File: src/rtl/imu_afp_pkg.sv
package imu_afp_pkg;

    // Frame framing bytes
    localparam logic [7:0] HDR_BYTE  = 8'h55;
    localparam logic [7:0] TYPE_BYTE = 8'h53;

    // Bytes after the type byte: eight data bytes and one sum byte
    localparam int unsigned FRAME_DATA = 9;
    localparam int unsigned STORE_DEPTH = FRAME_DATA - 1;
    localparam int unsigned IDX_W = 4;
    localparam logic [IDX_W-1:0] LAST_IDX = IDX_W'(STORE_DEPTH);

    // Angle scale: raw * 45 >>> 6 gives units of 1/128 degree
    localparam int unsigned PROD_W = 23;
    localparam logic signed [PROD_W-1:0] ANGLE_GAIN = 23'sd45;
    localparam int unsigned ANGLE_SHIFT = 6;

    // Angle range after scaling
    localparam logic signed [15:0] ANGLE_MIN = -16'sd23040;
    localparam logic signed [15:0] ANGLE_MAX = 16'sd23039;

    typedef enum logic [1:0] {
        ST_WAIT_HDR  = 2'd0,
        ST_WAIT_TYPE = 2'd1,
        ST_COLLECT   = 2'd2
    } hunt_state_t;

    // Completed frame handed from the parser to the scaler
    typedef struct packed {
        logic [STORE_DEPTH-1:0][7:0] payload;
        logic [31:0]                 byte_count;
        logic [31:0]                 frame_count;
    } frame_t;

    // One result item
    typedef struct packed {
        logic signed [15:0] roll_angle;
        logic signed [15:0] pitch_angle;
        logic signed [15:0] yaw_angle;
        logic [15:0]        version_word;
        logic [31:0]        bytes_seen;
        logic [31:0]        good_frames;
    } result_t;

    // Little-endian raw angle to 1/128 degree, floor of raw * 45 / 64
    function automatic logic signed [15:0] scale_angle(input logic [7:0] lo,
                                                       input logic [7:0] hi);
        logic signed [PROD_W-1:0] prod;
        prod = PROD_W'($signed({hi, lo})) * ANGLE_GAIN;
        return prod[ANGLE_SHIFT +: 16];
    endfunction

endpackage

File: src/rtl/imu_afp_parser.sv
module imu_afp_parser (
    input  logic                 aclk,
    input  logic                 aresetn,
    input  logic                 in_valid,
    input  logic [7:0]           in_byte,
    output logic                 in_ready,
    output logic                 frm_valid,
    output imu_afp_pkg::frame_t  frm,
    input  logic                 frm_ready
);
    import imu_afp_pkg::*;

    hunt_state_t      state_reg, state_next;
    logic [IDX_W-1:0] index_reg, index_next;
    logic [7:0]       sum_reg, sum_next;
    logic [31:0]      byte_cnt_reg, byte_cnt_next;
    logic [31:0]      frame_cnt_reg, frame_cnt_next;
    logic [7:0]       store_reg [STORE_DEPTH];
    logic             store_we;
    logic             frm_load;
    logic             frm_valid_reg, frm_valid_next;
    frame_t           frm_reg;
    logic             in_accept;

    // Take a byte whenever the frame slot is free or draining
    assign in_ready  = !frm_valid_reg || frm_ready;
    assign in_accept = in_valid && in_ready;

    // Hunt and collect state machine
    always_comb begin
        state_next     = state_reg;
        index_next     = index_reg;
        sum_next       = sum_reg;
        byte_cnt_next  = byte_cnt_reg;
        frame_cnt_next = frame_cnt_reg;
        store_we       = 1'b0;
        frm_load       = 1'b0;
        if (in_accept) begin
            byte_cnt_next = byte_cnt_reg + 32'd1;
            unique case (state_reg)
                ST_WAIT_HDR: begin
                    if (in_byte == HDR_BYTE) begin
                        state_next = ST_WAIT_TYPE;
                    end
                end
                ST_WAIT_TYPE: begin
                    if (in_byte == TYPE_BYTE) begin
                        state_next = ST_COLLECT;
                        index_next = '0;
                        sum_next   = HDR_BYTE + TYPE_BYTE;
                    end else if (in_byte != HDR_BYTE) begin
                        state_next = ST_WAIT_HDR;
                    end
                end
                ST_COLLECT: begin
                    if (index_reg < LAST_IDX) begin
                        store_we   = 1'b1;
                        sum_next   = sum_reg + in_byte;
                        index_next = index_reg + IDX_W'(1);
                    end else begin
                        if (sum_reg == in_byte) begin
                            frame_cnt_next = frame_cnt_reg + 32'd1;
                            frm_load       = 1'b1;
                        end
                        index_next = '0;
                        state_next = ST_WAIT_HDR;
                    end
                end
                default: begin
                    state_next = ST_WAIT_HDR;
                end
            endcase
        end
    end

    // Hold a finished frame until the scaler takes it
    always_comb begin
        if (frm_load) begin
            frm_valid_next = 1'b1;
        end else if (frm_ready) begin
            frm_valid_next = 1'b0;
        end else begin
            frm_valid_next = frm_valid_reg;
        end
    end

    always_ff @(posedge aclk) begin
        if (!aresetn) begin
            state_reg     <= ST_WAIT_HDR;
            index_reg     <= '0;
            sum_reg       <= '0;
            byte_cnt_reg  <= '0;
            frame_cnt_reg <= '0;
            frm_valid_reg <= 1'b0;
        end else begin
            state_reg     <= state_next;
            index_reg     <= index_next;
            sum_reg       <= sum_next;
            byte_cnt_reg  <= byte_cnt_next;
            frame_cnt_reg <= frame_cnt_next;
            frm_valid_reg <= frm_valid_next;
        end
    end

    // Payload store, written one data byte per transfer
    always_ff @(posedge aclk) begin
        if (store_we) begin
            store_reg[index_reg[2:0]] <= in_byte;
        end
    end

    // Capture the frame snapshot
    always_ff @(posedge aclk) begin
        if (frm_load) begin
            for (int i = 0; i < STORE_DEPTH; i++) begin
                frm_reg.payload[i] <= store_reg[i];
            end
            frm_reg.byte_count  <= byte_cnt_next;
            frm_reg.frame_count <= frame_cnt_next;
        end
    end

    assign frm_valid = frm_valid_reg;
    assign frm       = frm_reg;

    // Index counts data bytes and never passes the sum position
    a_index_range: assert property (@(posedge aclk) disable iff (!aresetn)
        index_reg <= LAST_IDX)
        else $error("payload index out of range");

    a_index_step: assert property (@(posedge aclk) disable iff (!aresetn)
        in_accept && state_reg == ST_COLLECT && index_reg < LAST_IDX
        |=> index_reg == IDX_W'($past(index_reg) + IDX_W'(1)))
        else $error("payload index did not advance");

    a_frame_only_at_sum: assert property (@(posedge aclk) disable iff (!aresetn)
        in_accept && state_reg != ST_COLLECT |=> !frm_valid_reg)
        else $error("frame produced outside collect state");

    a_frame_count_step: assert property (@(posedge aclk) disable iff (!aresetn)
        frm_load |=> frame_cnt_reg == $past(frame_cnt_reg) + 32'd1)
        else $error("frame counter did not advance on good frame");

endmodule

File: src/rtl/imu_afp_scaler.sv
module imu_afp_scaler (
    input  logic                 aclk,
    input  logic                 aresetn,
    input  logic                 frm_valid,
    input  imu_afp_pkg::frame_t  frm,
    output logic                 frm_ready,
    output logic                 res_valid,
    output imu_afp_pkg::result_t res,
    input  logic                 res_ready
);
    import imu_afp_pkg::*;

    logic    out_valid_reg, out_valid_next;
    result_t out_reg;
    logic    out_load;

    // Output register frees up when empty or being taken
    assign frm_ready = !out_valid_reg || res_ready;
    assign out_load  = frm_valid && frm_ready;

    always_comb begin
        if (frm_ready) begin
            out_valid_next = frm_valid;
        end else begin
            out_valid_next = out_valid_reg;
        end
    end

    always_ff @(posedge aclk) begin
        if (!aresetn) begin
            out_valid_reg <= 1'b0;
        end else begin
            out_valid_reg <= out_valid_next;
        end
    end

    // Scale the three angles and load the result
    always_ff @(posedge aclk) begin
        if (out_load) begin
            out_reg.roll_angle   <= scale_angle(frm.payload[0], frm.payload[1]);
            out_reg.pitch_angle  <= scale_angle(frm.payload[2], frm.payload[3]);
            out_reg.yaw_angle    <= scale_angle(frm.payload[4], frm.payload[5]);
            out_reg.version_word <= {frm.payload[7], frm.payload[6]};
            out_reg.bytes_seen   <= frm.byte_count;
            out_reg.good_frames  <= frm.frame_count;
        end
    end

    assign res_valid = out_valid_reg;
    assign res       = out_reg;

    // Scaled angles stay inside the half-turn range
    a_angle_range: assert property (@(posedge aclk) disable iff (!aresetn)
        out_valid_reg |-> out_reg.roll_angle >= ANGLE_MIN && out_reg.roll_angle <= ANGLE_MAX
            && out_reg.pitch_angle >= ANGLE_MIN && out_reg.pitch_angle <= ANGLE_MAX
            && out_reg.yaw_angle >= ANGLE_MIN && out_reg.yaw_angle <= ANGLE_MAX)
        else $error("scaled angle out of range");

    a_no_drop: assert property (@(posedge aclk) disable iff (!aresetn)
        frm_valid && !frm_ready |-> out_valid_reg && !res_ready)
        else $error("frame stalled with free output register");

    a_load_shows: assert property (@(posedge aclk) disable iff (!aresetn)
        out_load |=> out_valid_reg && out_reg.good_frames == $past(frm.frame_count))
        else $error("loaded frame not presented");

endmodule

File: src/rtl/imu_angle_frame_parser_unit.sv
// A good frame passes the parser's frame register, then the scaler's output register.
// Throughput: one byte per cycle; the parser stage and the output register
// form a two-deep pipeline, so input stalls only while both hold a frame.
// Reset: synchronous, active low aresetn; clears hunt state, index, sum,
// both counters and the valid flags. The payload store is not reset.
module imu_angle_frame_parser_unit (
    input  logic         aclk,
    input  logic         aresetn,
    input  logic         s_tvalid,
    output logic         s_tready,
    input  logic [7:0]   s_tdata,   // [7:0] rx_byte
    output logic         m_tvalid,
    input  logic         m_tready,
    // [15:0] roll_angle, [31:16] pitch_angle, [47:32] yaw_angle,
    // [63:48] version_word, [95:64] bytes_seen, [127:96] good_frames
    output logic [127:0] m_tdata
);
    import imu_afp_pkg::*;

    logic    frm_valid;
    logic    frm_ready;
    frame_t  frm;
    result_t res;

    imu_afp_parser u_parser (
        .aclk      (aclk),
        .aresetn   (aresetn),
        .in_valid  (s_tvalid),
        .in_byte   (s_tdata),
        .in_ready  (s_tready),
        .frm_valid (frm_valid),
        .frm       (frm),
        .frm_ready (frm_ready)
    );

    imu_afp_scaler u_scaler (
        .aclk      (aclk),
        .aresetn   (aresetn),
        .frm_valid (frm_valid),
        .frm       (frm),
        .frm_ready (frm_ready),
        .res_valid (m_tvalid),
        .res       (res),
        .res_ready (m_tready)
    );

    // Pack the result, first field in the lowest bits
    assign m_tdata = {res.good_frames, res.bytes_seen, res.version_word,
                      res.yaw_angle, res.pitch_angle, res.roll_angle};

endmodule
File: config.mk
export PLATFORM = sky130hd
export DESIGN_NAME = imu_angle_frame_parser_unit
export DESIGN_NICKNAME = d
export VERILOG_FILES = /design/src/rtl/imu_afp_pkg.sv /design/src/rtl/imu_afp_parser.sv /design/src/rtl/imu_afp_scaler.sv /design/src/rtl/imu_angle_frame_parser_unit.sv
export SDC_FILE = /design/constraint.sdc
export NUM_CORES = 1
export LEC_CHECK = 0
export BUFFER_PORTS_ARGS = -buffer_cell sky130_fd_sc_hd__buf_2
export CAP_MARGIN = 20
export CORE_MARGIN = 1
export CORE_UTILIZATION = 55
export CTS_BUF_LIST = sky130_fd_sc_hd__clkbuf_4 sky130_fd_sc_hd__clkbuf_8
export DETAILED_ROUTE_END_ITERATION = 10
export GPL_TIMING_DRIVEN = 0
export PLACE_DENSITY = 0.85
export SKIP_LAST_GASP = 1
export SLEW_MARGIN = 20
export SYNTH_ARGS = -nofsm -noshare
export SYNTH_HDL_FRONTEND = slang
export SYNTH_SLANG_ARGS = --single-unit
File: constraint.sdc
create_clock -name aclk -period 11.8 [get_ports aclk]
set_input_delay 1.77 -clock aclk [delete_from_list [all_inputs] [get_ports aclk]]
set_output_delay 1.77 -clock aclk [all_outputs]
set_load 0.01 [all_outputs]
# [Word-level counts from Yosys, hierarchy flattened]
# Memories as Yosys holds them, arrays and structs flattened. A register that Yosys moved wholly into a read port is not among the register bits.
# Cells that the tools add are included.
[totals] inputBits=12 reg_bits=272 elab_cells=74 ram_bits=64 mem_count=1 out_inout_bits=130
[classes] addsub=4 multipliers=3 eq_ne=11 reduce_logical=12 muxes=27 magnitude_cmp=1
[memory_table] memory="u_parser.store_reg" depth=8 width=8 read_ports=8 rd_ports_with_merged_regs=8 write_ports=1 line_no="imu_afp_parser.sv:18" text="logic [7:0] store_reg [STORE_DEPTH];"
[op_table] cell="32-bit two-way mux" count=5
[op_table] cell="16-bit by 7-bit multiplier with 22-bit output, second input constant" count=3
[op_table] cell="32-bit by 1-bit adder with 32-bit output, second input constant" count=2
[op_table] cell="8-bit by 7-bit equality test with 1-bit output, second input constant" count=2
[op_table] cell="8-bit two-way mux" count=2
[op_table] cell="8-bit case mux with 2 select lines" count=1
[op_table] cell="1-bit two-way mux" count=11
[op_table] cell="8-bit adder" count=1
[op_table] cell="8-bit equality test" count=1
[op_table] cell="2-bit two-way mux" count=4
[op_table] cell="4-bit two-way mux" count=2
[op_table] cell="8-bit by 7-bit != test with 1-bit output, second input constant" count=1
[op_table] cell="4-bit case mux with 2 select lines" count=1
[op_table] cell="4-bit AND reduction" count=2
[op_table] cell="2-bit by 1-bit != test with 1-bit output, second input constant" count=3
[op_table] cell="2-bit case mux with 3 select lines" count=1
[op_table] cell="4-bit by 1-bit adder with 4-bit output, second input constant" count=1
[op_table] cell="4-bit less-than comparator, second input constant" count=1
[op_table] cell="2-bit nonzero test" count=2
[op_table] cell="3-bit by 1-bit != test with 1-bit output, second input constant" count=1
[op_table] cell="3-bit AND reduction" count=1
[op_table] cell="2-bit by 1-bit equality test with 1-bit output, second input constant" count=1
[op_table] cell="2-bit equality test, second input constant" count=1
[op_table] cell="1-bit logical AND" count=2
[op_table] cell="4 further kinds" count=6

# [Depth between registers and ports, before layout]
# Gate-level depths: netlist of run 1.
[depth] word_depth=7 depth_mapped=14 depth_no_buf=14

# [Cells and area by module]
# From an unflattened synthesis of run 1, not the netlist that was laid out.
[unflattened] cells_unflattened=1471 hier_area_um2=19633.8
[by_module_without_submodules] module="imu_afp_parser" n_inst=1 area_per_inst_um2=10084.7 seq_area_each_um2=7347.0 cells_per_inst=703
[by_module_without_submodules] module="imu_afp_scaler" n_inst=1 area_per_inst_um2=9549.2 seq_area_each_um2=3863.7 cells_per_inst=768

# [Worst setup path after synthesis of run 1]
# OpenSTA, ideal clock, no wires.
[synth_path] path_type="input-to-reg" start="input port m_tready" end="register u_scaler.out_reg, in the netlist u_scaler.res[0], enable pin" stages=2 n_path_buf=0 setup_slack_ps=-58 t_required_ps=10990 setup_ps=810 arrival_ps=11048 cell_sequence="inv_1 a21boi_0"
[synth_between] elab_chain_cells=2
[synth_rtl] element="start: declaration" line_no="imu_angle_frame_parser_unit.sv:13" text="input logic m_tready,"
[synth_rtl] element="1-bit logical OR" line_no="imu_afp_scaler.sv:18" text="assign frm_ready = !out_valid_reg || res_ready;"
[synth_rtl] element="1-bit logical AND" line_no="imu_afp_scaler.sv:19" text="assign out_load = frm_valid && frm_ready;"
[synth_rtl] element="named net u_scaler.out_load" line_no="imu_afp_scaler.sv:15" text="logic out_load;"
[synth_rtl] element="end: declaration" line_no="imu_afp_scaler.sv:14" text="result_t out_reg;"
# The timed path passes the listed nets, and every way through them passes these cells.
# A chain may end at the register's enable or synchronous reset.

# [Final worst setup path of run 1]
[layout_path] start="register, netlist name frm[69]" end="register u_scaler.out_reg, in the netlist u_scaler.res[124] (data pin)"
[layout_between] elab_chain_cells=1
[layout_rtl] element="16-bit by 7-bit multiplier with 22-bit output" line_no="imu_afp_pkg.sv:49" text="prod = PROD_W'($signed({hi, lo})) * ANGLE_GAIN;"
# Every way passes these cells.

==> results.json, run 1 <==
{
  "outcome": "finished clean",
  "synth-edff-count": 320,
  "min_from": "u_parser.store_reg[0][3]",
  "reg2reg_setup_slack_ns": 7.28,
  "post_cts_buffers": 0,
  "die_h_um": 191,
  "hold_violations": 0,
  "cts_htree_levels": 2,
  "hold_buffers": 0,
  "synthTopCellsByCount": "edfxtp_1 (320), inv_1 (215), ha_1 (164), fa_1 (82), xnor2_1 (81)",
  "nets": 1938,
  "critPathLaunchType": "flop",
  "cts_buffers": 60,
  "cts_tree": "done",
  "totalWireLength_mm": 34.8,
  "powerDensity_nw_per_um2": 120,
  "dieArea_um2": 36500,
  "clkTransAtPathRegs_ns": 0.06,
  "dp_hpwl_mm": 25.0,
  "total_power_mw": 2.70,
  "port_buffers": 141,
  "dp_cells": 2073,
  "cp-end-kind": "flop",
  "antenna_found_initial": 0,
  "setup_violations": 0,
  "cts_root_buffer": "clkbuf_8",
  "max_freq_mhz": 221,
  "cts_sinks": 400,
  "drv_slew": 0,
  "leakage_nw": 8.92,
  "synth_area_um2": 19700,
  "ys.warnings.count": 0,
  "num_vias": 11550,
  "ys_ff_latch": 400,
  "grt_max_degree": 34,
  "criticalPathCategory": "flop to flop",
  "avgSynthCellArea_um2": 13.4,
  "area_growth_pct": 14.3,
  "critPathRequiredTime_ns": 12.16,
  "synthArstFlopShare_pct": 0,
  "rows": 68,
  "largest_reg_flops": 128,
  "cap_violations": 0,
  "maxSlewHeadroom_pct": 37.5,
  "finClkSkew_ns": 0.0346,
  "synth.most_common_cell": "edfxtp_1",
  "ys_top_cells_by_area": "edfxtp_1 (49%), ha_1 (10%), fa_1 (8.3%), dfxtp_1 (8.1%), inv_1 (4.1%)",
  "drtIter0Drc": 568,
  "track_usage_pct": 19.7,
  "io_pins": 142,
  "fillCellCount": 2515,
  "wl_per_cell_um": 15.9,
  "yosysTopAreaCell": "edfxtp_1",
  "drive_above_1_share_pct": 16.1,
  "cp.arrival_ns": 4.88,
  "synth.distinct_cells": 68,
  "insertion_delay_ns": 0.64,
  "fin_ws_ns": 7.28,
  "drcViolationCount": 0,
  "dr.pass1.iters": 5,
  "grt_pass1_wl_mm": 57.0,
  "start_util_pct": 56.4,
  "ys.flop_type": "edfxtp_1",
  "ir_drop_mv": 0.0939,
  "final_cells": 2185,
  "synth_seq_area_share_pct": 57.0,
  "synthesis.nets": 1724,
  "finalCritPeriodShare_pct": 38.3,
  "post_cts_resized": 0,
  "r2r_start": "frm[69]",
  "final_util_pct": 64.5,
  "cp_max_fo": 6,
  "via_per_inst": 5.29,
  "core_area_um2": 34900,
  "period_needed_ns": 4.52,
  "tightest_slew_ns": 0.934,
  "worstHoldPathType": "flop to flop",
  "antennaDiodeCount": 0,
  "overflow": 0,
  "cts_buffer_depth": 3,
  "grt_pass1_vias": 11957,
  "gp_congestion": 0.824,
  "die_w_um": 191,
  "place_ws_ns": 7.16,
  "synth_top_area_share_pct": 48.9,
  "startpoint": "frm[69]",
  "grt_setup_unrepaired": "no",
  "drtAntennaViolNets": 0,
  "netlist_instances": 1466
}
[path summary, 6_finish.rpt]
check,to,depth (start not counted)
max,u_scaler.res[124],13
min,frm[67],0
max reg2reg,u_scaler.res[124],13
min reg2reg,frm[67],0
[final cells by class]
class	count	area, um^2	area share, %
tap	455	569	2.53
multi-input combinational	834	7610	33.8
inverter	215	807	3.59
sequential	400	11200	49.9
clock buffer	87	1050	4.66
clock inverter	25	225	1.00
buffer	17	65.1	0.289
timing repair buffer	152	956	4.25
[power by group]
| group | total (mW) | switching, mW | internal, mW |
|---|---|---|---|
| Combinational | 0.0232 | 0.0173 | 0.00587 |
| Clock | 1.17 | 0.511 | 0.659 |
| Sequential | 1.51 | 0.000664 | 1.51 |
[metal layers]
layer,vias to the layer above,wire length (um),global-route usage [%]
met5,-,0,0
met1,5621,14800,23.5
met3,73,2020,4.88
li1,5598,-,-
met4,0,884,7.54
met2,258,17100,34.3
[logic make-up after synthesis]
family,synth area share (%)
multiplexers,0.261
flip-flops,57.0
adder cells (fa/ha/maj),18.8
XOR/XNOR,5.03
AND/OR/NAND/NOR,9.17
AO/OA/AOI/OAI,5.33
buffers and inverters,4.43
[worst max-delay path: stages (launching register included)]
cell	delay, ns
edfxtp_1	0.49
ha_1	0.34
ha_1	0.30
fa_1	0.54
inv_1	0.05
fa_1	0.51
inv_1	0.05
ha_1	0.32
o211ai_1	0.18
a21bo_2	0.24
o32ai_1	0.70
a21oi_1	0.22
mux2i_1	0.19
o311a_1	0.14
[stage by stage]
| step | hold slack, ns | area, um^2 | setup TNS (ns) |
|---|---|---|---|
| 6_report | 0.413 | 22500 | 0 |
| 5_1_grt | 0.421 | 22500 | 0 |
| 4_1_cts | 0.416 | 22500 | 0 |
| 3_5_place_dp | 0.405 | 21200 | 0 |
| 3_3_place_gp | 0.402 | 20900 | -0.818 |
| 2_1_floorplan | 0.400 | 19700 | 0 |
[cells in the final DEF (no fill, tap or decap), types with 4 or more instances in the layout]
cell / netlist / layout
nor4_1: 12 / 12
or3_1: 4 / 4
ha_1: 164 / 164
o21ai_0: 14 / 14
nor2_1: 47 / 46
clkbuf_1: 14 / 14
and2_1: 75 / 75
a21o_1: 20 / 20
a211oi_1: 10 / 10
edfxtp_1: 320 / 320
nand4_1: 26 / 26
nor2b_1: 9 / 9
a41o_1: 4 / 4
inv_1: 215 / 215
a21oi_1: 37 / 37
clkbuf_8: 0 / 63
dfxtp_1: 80 / 80
nand3_1: 32 / 32
clkbuf_4: 0 / 24
and3_1: 18 / 18
o21bai_1: 8 / 8
nand2b_1: 5 / 5
nor3_1: 21 / 20
nand2_1: 43 / 43
fa_1: 82 / 82
o21a_1: 8 / 8
xor2_1: 30 / 30
buf_12: 0 / 4
bufinv_16: 0 / 4
o211ai_1: 5 / 5
or2_2: 7 / 7
buf_2: 1 / 143
mux2i_1: 4 / 4
xnor2_1: 81 / 81
and4_1: 10 / 10
buf_16: 0 / 6
a31oi_1: 8 / 8
clkinv_1: 0 / 8
clkinv_2: 0 / 10
Note: power is estimated with default switching activity, not from simulation.
==> run 2, diff against run 1 <==
--- a/config.mk
+++ b/config.mk
@@ -12,7 +12,7 @@
 export CTS_BUF_LIST = sky130_fd_sc_hd__clkbuf_4 sky130_fd_sc_hd__clkbuf_8
 export DETAILED_ROUTE_END_ITERATION = 10
 export GPL_TIMING_DRIVEN = 0
-export PLACE_DENSITY = 0.85
+export PLACE_DENSITY = 0.82
 export SKIP_LAST_GASP = 1
 export SLEW_MARGIN = 20
 export SYNTH_ARGS = -nofsm -noshare
==> constraint.sdc (replaced) <==
create_clock -name aclk -period 4.3 [get_ports aclk]
set_input_delay 0.645 -clock aclk [delete_from_list [all_inputs] [get_ports aclk]]
set_output_delay 0.645 -clock aclk [all_outputs]
set_load 0.01 [all_outputs]
==> results.json, run 2 (same netlist as run 1, synthesis figures left out) <==
{
  "outcome": "finished clean",
  "final_cells": 2206,
  "finalCritPeriodShare_pct": 98.5,
  "dieArea_um2": 36500,
  "place_area_um2": 21200,
  "critPathLaunchType": "flop",
  "area_growth_pct": 15.4,
  "leakage_nw": 9.02,
  "max_freq_mhz": 236,
  "cp_common_cell": "ha_1",
  "startpoint": "frm[83]",
  "crit_buf_inv": 3,
  "criticalPathCategory": "flop to flop",
  "maxSlewHeadroom_pct": 28.8,
  "grt_pass1_wl_mm": 58.1,
  "min_from": "m_tready",
  "overflow": 0,
  "wl_met2_mm": 17.9,
  "cp_max_fo": 5,
  "final_cell_mix": "edfxtp_1 (320), inv_1 (215), ha_1 (160)",
  "endpoint": "u_scaler.res[105]",
  "finClkSkew_ns": 0.0141,
  "seq_area_um2": 11200,
  "clkTransAtPathRegs_ns": 0.06,
  "cp.arrival_ns": 4.61,
  "reg2reg_setup_slack_ns": 0.06,
  "cp_top_family": "adder cells",
  "grt_max_degree": 33,
  "cp.depth": 14,
  "wl_met3_mm": 1.90,
  "wl_per_cell_um": 16.2,
  "gp_congestion": 0.837,
  "drive_above_1_share_pct": 17.9,
  "cp-end-kind": "flop",
  "tightest_slew_ns": 1.06,
  "cp_cell_sequence": "ha_1 > ha_1 > inv_1 > fa_1 > fa_1 > inv_1 > ha_1 > o21ai_0 > a221oi_2 > buf_4 > a221oi_2 > o21bai_1 > a311oi_1 > a211oi_1",
  "slowest_delay_ns": 0.51,
  "core_area_um2": 34900,
  "dp_cells": 2073,
  "cts_sinks": 400,
  "num_vias": 11666,
  "drv_slew": 0,
  "track_usage_pct": 20.2,
  "die_h_um": 191,
  "io_pins": 142,
  "dp_hpwl_mm": 25.0,
  "cts_buffer_depth": 3,
  "period_needed_ns": 4.24,
  "die_w_um": 191,
  "nets": 1963,
  "powerDensity_nw_per_um2": 316,
  "port_buffers": 141,
  "ff2ff_path_depth": 14,
  "antennaDiodeCount": 0,
  "cp_slowest_cell": "fa_1",
  "final_util_pct": 65.1,
  "highest_layer": "met4",
  "fillCellCount": 2497,
  "antenna_found_initial": 0,
  "drtAntennaViolNets": 0,
  "cap_violations": 0,
  "dr.pass1.iters": 5,
  "r2r_start": "frm[83]",
  "cts_tree": "done",
  "cts_buffers": 61,
  "via_per_inst": 5.29,
  "ir_drop_mv": 0.287,
  "cts_root_buffer": "clkbuf_8",
  "rows": 68,
  "insertion_delay_ns": 0.63,
  "start_util_pct": 56.4,
  "setup_violations": 0,
  "drt-met1-wl_mm": 15.0,
  "totalWireLength_mm": 35.7,
  "drtIter0Drc": 493,
  "largest_reg_flops": 128,
  "grt_setup_unrepaired": "yes",
  "layout_commonest_cell": "edfxtp_1",
  "grt_pass1_vias": 11947,
  "critPathRequiredTime_ns": 4.67,
  "drcViolationCount": 0,
  "multi_input_area_um2": 7730,
  "final_area_um2": 22700,
  "worstHoldPathType": "input pin to flop",
  "cts_htree_levels": 2,
  "hold_violations": 0,
  "r2r_end": "u_scaler.res[105]"
}
run 2: tightest hold or removal path: cells and delay by family:
kind / cells / cell delay, ns
AND/OR/NAND/NOR: 1 / 0.05
buffers and inverters: 2 / 0.15
AO/OA/AOI/OAI: 1 / 0.15
run 2: final cells by class:
type | instances | share of cell area (%)
buffer | 17 | 0.287
inverter | 215 | 3.55
timing repair buffer | 176 | 5.08
tap | 455 | 2.51
clock buffer | 89 | 4.71
sequential | 400 | 49.4
clock inverter | 20 | 0.446
multi-input combinational | 834 | 34.0
run 2: power breakdown:
part | switching [mW] | total [mW] | internal [mW]
logic | 0.0468 | 0.0629 | 0.0161
registers | 0.00168 | 4.14 | 4.13
clock network | 1.40 | 2.98 | 1.59
total | 1.44 | 7.18 | 5.74
run 2: how the worst min path moves through the flow:
stage | to | slack [ns] | cells past startpoint
floorplan | frm[64] | 0.40 | 0
global placement | u_parser.frm[119] | 0.40 | 0
detailed placement | frm[76] | 0.40 | 0
CTS | u_scaler.res_valid | 0.34 | 4
global route | u_scaler.res_valid | 0.35 | 4
finish | u_scaler.res_valid | 0.40 | 4
run 2: repair_timing:
action / in CTS / in global routing
pin swaps: 3 / 10
resized for setup: 4 / 15
hold endpoints to repair: 0 / 0
setup buffers: 11 / 13
setup endpoints to repair: 9 / 21
hold buffers: 0 / 0
run 2: metrics by stage:
stage                     total power, mW  setup WS (ns)  hold WS (ns)  TNS (ns)
after floorplan                      4.24         0.0165         0.400         0
after global placement               4.28          -1.23         0.401   -129.13
after detailed placement             4.28         -0.156         0.405    -0.871
after CTS                            7.29        -0.0165         0.342   -0.0165
after global routing                 7.46        -0.0578         0.353    -0.260
final                                7.18         0.0628         0.404         0
run 2: per-layer routing:
metal / up-vias / track usage [%]
met1: 5684 / 24.5
met4: 0 / 7.51
li1: 5646 / -
met2: 266 / 34.8
met3: 70 / 4.81
met5: - / 0
==> run 3, diff against run 2 <==
--- a/config.mk
+++ b/config.mk
@@ -8,11 +8,11 @@
 export BUFFER_PORTS_ARGS = -buffer_cell sky130_fd_sc_hd__buf_2
 export CAP_MARGIN = 20
 export CORE_MARGIN = 1
-export CORE_UTILIZATION = 55
+export CORE_UTILIZATION = 25
 export CTS_BUF_LIST = sky130_fd_sc_hd__clkbuf_4 sky130_fd_sc_hd__clkbuf_8
 export DETAILED_ROUTE_END_ITERATION = 10
 export GPL_TIMING_DRIVEN = 0
-export PLACE_DENSITY = 0.82
+export PLACE_DENSITY = 0.48
 export SKIP_LAST_GASP = 1
 export SLEW_MARGIN = 20
 export SYNTH_ARGS = -nofsm -noshare
==> results.json, run 3 (same netlist as run 1, synthesis figures left out) <==
{
  "cts_root_buffer": "clkbuf_8",
  "dp_cells": 2660,
  "area_growth_pct": 21.9,
  "dp_hpwl_mm": 29.7,
  "busiest_layer": "met2",
  "rows": 102,
  "cts_sinks": 400,
  "critPathLaunchType": "flop",
  "cts_buffer_depth": 3,
  "port_buffers": 141,
  "cp-end-kind": "flop",
  "cts_tree": "done",
  "hold_violations": 0,
  "leakage_nw": 9.25,
  "clockPowerShare_pct": 48.0,
  "hold_ws_ns": 0.408,
  "hold_buffers": 0,
  "total_power_mw": 8.10,
  "via_per_inst": 4.13,
  "grt_max_degree": 28,
  "tightest_slew_ns": 1.00,
  "critPathRequiredTime_ns": 4.67,
  "nets": 1983,
  "ir_drop_mv": 0.193,
  "overflow": 0,
  "use_met3_pct": 3.01,
  "final_area_um2": 24000,
  "period_needed_ns": 4.15,
  "final_cells": 2824,
  "io_pins": 142,
  "dieArea_um2": 79800,
  "die_w_um": 282,
  "cts_htree_levels": 3,
  "totalWireLength_mm": 41.7,
  "drcViolationCount": 0,
  "core_area_um2": 77600,
  "cap_violations": 0,
  "start_util_pct": 25.3,
  "layout_commonest_cell": "edfxtp_1",
  "final_util_pct": 30.9,
  "powerDensity_nw_per_um2": 338,
  "antenna_found_initial": 1,
  "cts_buffers": 76,
  "met1_usage_pct": 13.3,
  "setup_violations": 0,
  "wl_per_cell_um": 14.8,
  "p_seq_share_pct": 51.1,
  "die_h_um": 282,
  "grt_setup_unrepaired": "yes",
  "grt_pass1_wl_mm": 66.5,
  "grt_pass1_vias": 12240,
  "cp_max_fo": 3,
  "track_usage_pct": 10.7,
  "max_freq_mhz": 241,
  "maxSlewHeadroom_pct": 32.9,
  "internal_power_mw": 6.40,
  "criticalPathCategory": "flop to flop",
  "drtAntennaViolNets": 0,
  "finClkSkew_ns": 0.0231,
  "power_frac_comb_pct": 0.9,
  "worstHoldPathType": "input pin to flop",
  "met2_usage_pct": 17.6,
  "finalCritPeriodShare_pct": 96.5,
  "drive_above_1_share_pct": 19.3,
  "clkTransAtPathRegs_ns": 0.06,
  "outcome": "finished clean",
  "switching_share_pct": 20.9,
  "largest_reg_flops": 128,
  "cp.arrival_ns": 4.52,
  "dr.pass1.iters": 5,
  "insertion_delay_ns": 0.63,
  "drv_slew": 0,
  "place_area_um2": 22000,
  "final_cell_mix": "edfxtp_1 (320), inv_1 (214), ha_1 (160)",
  "num_vias": 11662,
  "p_switching_mw": 1.70,
  "gp_congestion": 0.758,
  "drtIter0Drc": 430
}
-- run 3: through the flow --
step	TNS, ns	worst slack [ns]
6_report	0	0.151
5_1_grt	-0.151	-0.0680
4_1_cts	-0.0532	-0.0419
3_5_place_dp	-1.11	-0.147
3_3_place_gp	-269.76	-1.99
2_1_floorplan	0	0.0165
-- run 3: power groups by stage --
| stage | clock (mW) | combinational [mW] | sequential (mW) |
|---|---|---|---|
| 6_report | 3.89 | 0.0732 | 4.14 |
| 5_1_grt | 4.25 | 0.0807 | 4.13 |
| 4_1_cts | 4.09 | 0.0769 | 4.14 |
| 3_5_place_dp | 0 | 0.0768 | 4.22 |
| 3_3_place_gp | 0 | 0.0763 | 4.22 |
| 2_1_floorplan | 0 | 0.0270 | 4.22 |
-- run 3: critical path, stage by stage, from the launching register on --
cell,delay [ns]
edfxtp_1,0.43
buf_4,0.17
ha_1,0.32
ha_4,0.23
fa_1,0.53
inv_1,0.05
fa_1,0.50
inv_1,0.04
ha_1,0.22
a21o_1,0.16
a21o_1,0.19
a311o_1,0.38
a41oi_4,0.32
buf_6,0.14
o21bai_1,0.06
xor2_1,0.14
-- run 3: cell type report --
cell class,count,area [um^2]
diodes,1,2.50
plain buffers,17,65.1
clock buffers,107,1340
clock inverters,29,250
fillers,7910,53600
inverters,215,807
multi-input cells,834,7750
flip-flops and latches,400,11200
well taps,1040,1300
repair buffers,181,1250
-- run 3: routing by layer --
metal	up-vias	share of wire, %
met5	-	0.022
met4	2	2.4
met1	5705	45
li1	5688	-
met3	74	5.4
met2	193	47
-- run 3: final timing paths --
check	start	to	slack (ns)	cells past startpoint
worst max-delay path	u_parser.frm[100]	u_scaler.res[88]	0.15	15
worst min-delay path	m_tready	u_scaler.res_valid	0.41	4
worst max register to register	u_parser.frm[100]	u_scaler.res[88]	0.15	15
worst min register to register	u_parser.frm[113]	u_scaler.res[65]	0.41	0
-- run 3: what timing repair did --
| action | in CTS | in global routing |
|---|---|---|
| resized for setup | 4 | 21 |
| buffers inserted | 12 | 15 |
| endpoints found under the setup margin | 14 | 19 |
| pin swaps | 4 | 16 |
| hold endpoints to repair | 0 | 0 |
